[src/rtl/gcd_sqrt.sv]
// Pipelined floor square root of a 61-bit value, one result bit per stage.
`timescale 1ns / 1ps
module gcd_sqrt (
  input  logic        clk,
  input  logic        en,
  input  logic [60:0] v,
  output logic [30:0] root
);

  localparam int NS = 31;

  logic [61:0] rem_q [NS];
  logic [61:0] res_q [NS];

  for (genvar j = 0; j < NS; j++) begin : g_stage
    localparam logic [61:0] BIT = 62'd1 << (60 - 2 * j);
    logic [61:0] rem_i, res_i, trial;
    if (j == 0) begin : g_first
      assign rem_i = {1'b0, v};
      assign res_i = '0;
    end else begin : g_next
      assign rem_i = rem_q[j-1];
      assign res_i = res_q[j-1];
    end
    assign trial = res_i + BIT;
    always_ff @(posedge clk) begin
      if (en) begin
        if (rem_i >= trial) begin
          rem_q[j] <= rem_i - trial;
          res_q[j] <= (res_i >> 1) + BIT;
        end else begin
          rem_q[j] <= rem_i;
          res_q[j] <= res_i >> 1;
        end
      end
    end
  end

  assign root = res_q[NS-1][30:0];

endmodule

[config.mk]
export PLATFORM = sky130hd
export DESIGN_NAME = gcd_sqrt
export DESIGN_NICKNAME = d
export VERILOG_FILES = /design/src/rtl/gcd_sqrt.sv
export SDC_FILE = /design/constraint.sdc
export NUM_CORES = 2
export LEC_CHECK = 0
export ABC_CLOCK_PERIOD_IN_PS = 12930
export CAP_MARGIN = 30
export CORE_UTILIZATION = 40
export CTS_BUF_LIST = sky130_fd_sc_hd__clkbuf_16
export DETAILED_ROUTE_END_ITERATION = 10
export DONT_BUFFER_PORTS = 1
export GPL_ROUTABILITY_DRIVEN = 0
export PLACE_DENSITY = 0.65
export SYNTH_ARGS = -nofsm -noshare
export SYNTH_HDL_FRONTEND = slang
export SYNTH_SLANG_ARGS = --single-unit
[constraint.sdc]
create_clock -name clk -period 12.93 [get_ports clk]
set_input_delay 0.6465 -clock clk [delete_from_list [all_inputs] [get_ports clk]]
set_output_delay 0.6465 -clock clk [all_outputs]
set_load 0.02 [all_outputs]
* After elaboration in Yosys (flattened, before gate mapping)
Memory sizes are Yosys's and may differ from the RTL's.
Cells that the tools add are included.
** Operators by class
- Mux-type cells :: 248
- Add/subtract/negate cells :: 91
- $lt $le $gt $ge :: 31
- Bitwise logic cells :: 62
** Operator list (number)
- 2-to-1 mux 62 bit :: 62
- greater-or-equal comparator 62 bit :: 30
- subtractor 62 bit :: 30
- 2-to-1 mux 1 bit :: 186
- adder 61 x 1 -> 62 bit, second input constant :: 1
- adder 61 x 11 -> 62 bit, second input constant :: 1
- adder 61 x 13 -> 62 bit, second input constant :: 1
- adder 61 x 15 -> 62 bit, second input constant :: 1
- adder 61 x 17 -> 62 bit, second input constant :: 1
- adder 61 x 19 -> 62 bit, second input constant :: 1
- adder 61 x 21 -> 62 bit, second input constant :: 1
- adder 61 x 23 -> 62 bit, second input constant :: 1
- adder 61 x 25 -> 62 bit, second input constant :: 1
- adder 61 x 27 -> 62 bit, second input constant :: 1
- adder 61 x 29 -> 62 bit, second input constant :: 1
- adder 61 x 3 -> 62 bit, second input constant :: 1
- adder 61 x 31 -> 62 bit, second input constant :: 1
- adder 61 x 33 -> 62 bit, second input constant :: 1
- adder 61 x 35 -> 62 bit, second input constant :: 1
- adder 61 x 37 -> 62 bit, second input constant :: 1
- adder 61 x 39 -> 62 bit, second input constant :: 1
- adder 61 x 41 -> 62 bit, second input constant :: 1
- adder 61 x 43 -> 62 bit, second input constant :: 1
- adder 61 x 45 -> 62 bit, second input constant :: 1
- other kinds (43) :: 104
** Storage, ports and cells
- Word-level logic and storage cells :: 434
- Memories :: 2
- Register bits after elaboration :: 0
- Input bits :: 63
- Bits in writable memories :: 3844
** Memories
- rem_q :: words 31, width 62, read ports 30, clocked after memory_dff 0, write ports 31, line 12 : logic [61:0] rem_q [NS];
- res_q :: words 31, width 62, read ports 31, clocked after memory_dff 0, write ports 31, line 13 : logic [61:0] res_q [NS];

* Logic depth before layout (Yosys ltp)
An unclocked memory read counts as a cell.
- Depth in word-level cells :: 7
- Depth in mapped cells :: 14
- Depth with buffers taken out :: 13

* Worst setup path before layout
No wires, ideal clock.
- Kind :: in2reg
- From :: input port en
- To :: memory rem_q[24][0] (netlist: rem_q[1][496]) (enable)
- Required time :: 12454 ps
- Cell stages on the path :: 6
- Buffers on the path :: 6
- Slack :: 8097 ps
- Data arrival time :: 4356 ps
- Cells stage by stage :: clkbuf_1 clkbuf_1 clkbuf_1 clkbuf_1 clkbuf_1 clkbuf_1
** RTL lines
- from (decl) :: line 5 : input logic en,
- to (decl) :: line 12

==> impl_metrics.py <==
metrics = {
    "status": {
        "status": "finished, final reports clean",
    },
    "clocking": {
        "cts_tree": "built",
        "cts-root-buf": "clkbuf_16",
        "cts_buffer_depth": 4,
        "ctsResizeCount": 0,
        "cts_buffers": 242,
        "h-tree-depth": 4,
        "cts.sinks": 2356,
        "insertion_delay_ns": 0.96,
        "clk_pin_slew_worst_paths_ns": 0.06,
    },
    "routing": {
        "drt_iter0_drc": 8802,
        "wl_per_cell_um": 20.5,
        "postRouteAntennaNets": 0,
        "vias_per_cell": 5.60,
        "dr.pass1.iters": 6,
        "vias": 75200,
        "wl_um": 275000,
        "remaining_drc_errors": 0,
    },
    "sta": {
        "fin_skew_ns": 0.140,
        "fmax_ghz": 0.221,
        "setup_viol_count_final": 0,
        "min_period_ns": 4.52,
        "worstMarginPinSlew_ns": 1.18,
        "grt_setup_unrepaired": "false",
        "relSlewSlack": 0.206,
        "finalSetupTns_ns": 0,
        "slew_violations": 0,
        "post-route-period-util": 0.349,
        "hold_slack_ns": 0.222,
        "final-hold-violation-count": 0,
    },
    "hold_path": {
        "min_path_type": "input port to flip-flop",
        "min-delay-start": "en",
    },
    "setup_path": {
        "startpoint_type": "flip-flop",
        "path_class": "flip-flop to flip-flop",
        "reg2reg_from": "rem_q[1][689]",
        "arrival_ns": 5.05,
        "endpoint_kind": "flip-flop",
        "crit_start": "rem_q[1][689]",
        "crit_fanout": 12,
        "worstPathRequired_ns": 13.47,
    },
    "logic_synthesis": {
        "async_flop_share": 0,
        "postSynthAreaPerCell_um2": 12.3,
        "seq_area_frac_synth": 0.618,
        "yosys_warnings": 0,
        "synth.net_count": 9895,
        "synthCells": 9309,
        "synth.distinct_cells": 102,
        "synth_top_cell_by_area": "edfxtp_1",
        "synth_edf_count": 2356,
        "synth_seq_cells": 2356,
        "netlist.area_leader.share": 0.618,
        "synth_area_leaders": "edfxtp_1 (62%), ha_1 (5.7%), xor2_1 (3.2%)",
        "synthFlopType": "edfxtp_1",
        "synth_area_um2": 115000,
    },
    "finish": {
        "layout-drive-gt1-share": 0.0625,
        "final_common_cell": "edfxtp_1",
        "finalInstanceArea_um2": 128000,
        "finalNetCount": 10000,
        "multi_input_area_um2": 40500,
        "fillers": 25300,
        "ff_latch_area_um2": 70700,
        "layout_common_cells": "edfxtp_1 (2356), nand2_1 (788), inv_1 (685)",
        "area_delta_synth_final_pct": 11.5,
    },
    "placed_design": {
        "placed_cell_area_um2": 119000,
        "place_hpwl_um": 206000,
        "portBuffers": 0,
    },
    "pwr": {
        "power_leakage_nw": 46.8,
        "p_per_area_nw_per_um2": 173,
        "ir_drop_uv": 156,
        "total_power_mw": 22.1,
    },
    "floorplanning": {
        "ios": 94,
        "die_y_um": 537,
        "start_util": 0.402,
        "num_rows": 196,
        "die_area_um2": 289000,
        "die_x_um": 537,
        "core-area_um2": 285000,
    },
    "grt": {
        "grt.met3_usage": 0.0345,
        "grtUsageMet2": 0.296,
        "grt_pass1_wl_um": 420000,
        "top_usage_layer": "met2",
        "grt_pass1_vias": 71300,
        "antenna_found_initial": 11,
        "overflow": 0,
        "grtUsageTotal": 0.186,
        "grt_max_degree": 211,
        "grtUsageMet1": 0.260,
    },
    "run": {
        "cap_violations": 0,
    },
}
timing repair:
action                     in CTS  in global routing
hold endpoints to repair       63                  0
setup buffers                   0                  0
setup endpoints to repair       0                  0
hold buffers                   61                  0
area by class of cell:
class	count	area share
antenna	6	0.000118
sequential	2356	0.554
timing repair buffer	131	0.0103
inverter	657	0.0193
clock buffer	244	0.0478
multi-input combinational	6075	0.317
clock inverter	204	0.0147
tap	3762	0.0368
sequential cells by signal, summed over array words and instances (netlist names):
| register | flops |
|---|---|
| rem_q | 1860 |
| res_q | 496 |
Yosys cell counts, types with 33 or more instances:
master and instances:
and3_1 36, edfxtp_1 2356, a21oi_1 472, o21ai_0 548
ha_1 523, a31oi_1 39, nor2b_1 76, xnor2_1 402
nor2_1 511, nand3_1 168, or4_1 63, clkbuf_1 180
a21o_1 186, xor2_1 415, nand4_1 153, nand2b_1 119
mux2_2 59, a211oi_1 53, nand2_1 788, or3_1 91
o21bai_1 59, or2_2 45, nor4b_1 58, inv_1 657
nor3_1 276, o31ai_1 33, nor4_1 347, o21a_1 95
metal layers:
metal  up-vias  part of all wire
met5         -           0.00012
met4         6             0.028
met3       465             0.085
met2      3129              0.45
met1     36400              0.43
li1      35100                 -
cell families after synthesis:
kind of cell / share of synthesized area
multiplexers: 0.00676
buffers and inverters: 0.0295
AND/OR/NAND/NOR: 0.131
AO/OA/AOI/OAI: 0.0959
XOR/XNOR: 0.0625
flip-flops: 0.618
adder cells (fa/ha/maj): 0.0571
final timing paths:
kind | end | slack (ns) | cells past startpoint
max | rem_q[1][799] | 8.41 | 9
min | rem_q[1][120] | 0.22 | 1
max reg2reg | rem_q[1][799] | 8.41 | 9
min reg2reg | res_q[1][707] | 0.40 | 0
through the flow:
stage / setup WS (ns) / utilization / instances
after global routing: 8.30 / 0.448 / 13400
after detailed placement: 8.16 / 0.418 / 12900
after CTS: 8.51 / 0.448 / 13400
after floorplan: 8.10 / - / 9309
final: 8.41 / 0.448 / 13400
after global placement: 8.24 / 0.417 / 12900
worst max-delay path: stages, from the launching register on:
cell and delay, ns:
edfxtp_1 0.42, ha_1 0.49, o21a_1 0.27, o22a_1 0.26, o2111ai_1 0.50, a211oi_1 0.24, o311ai_0 0.64, nand4b_1 0.67
nor4_1 0.56, xor2_1 0.12
report_power, final:
part / total, mW / internal [mW] / switching, mW
Clock: 6.97 / 3.98 / 2.99
Sequential: 10.5 / 9.66 / 0.810
Combinational: 4.65 / 1.81 / 2.83
No activity file was read; power rests on OpenSTA's default activity.
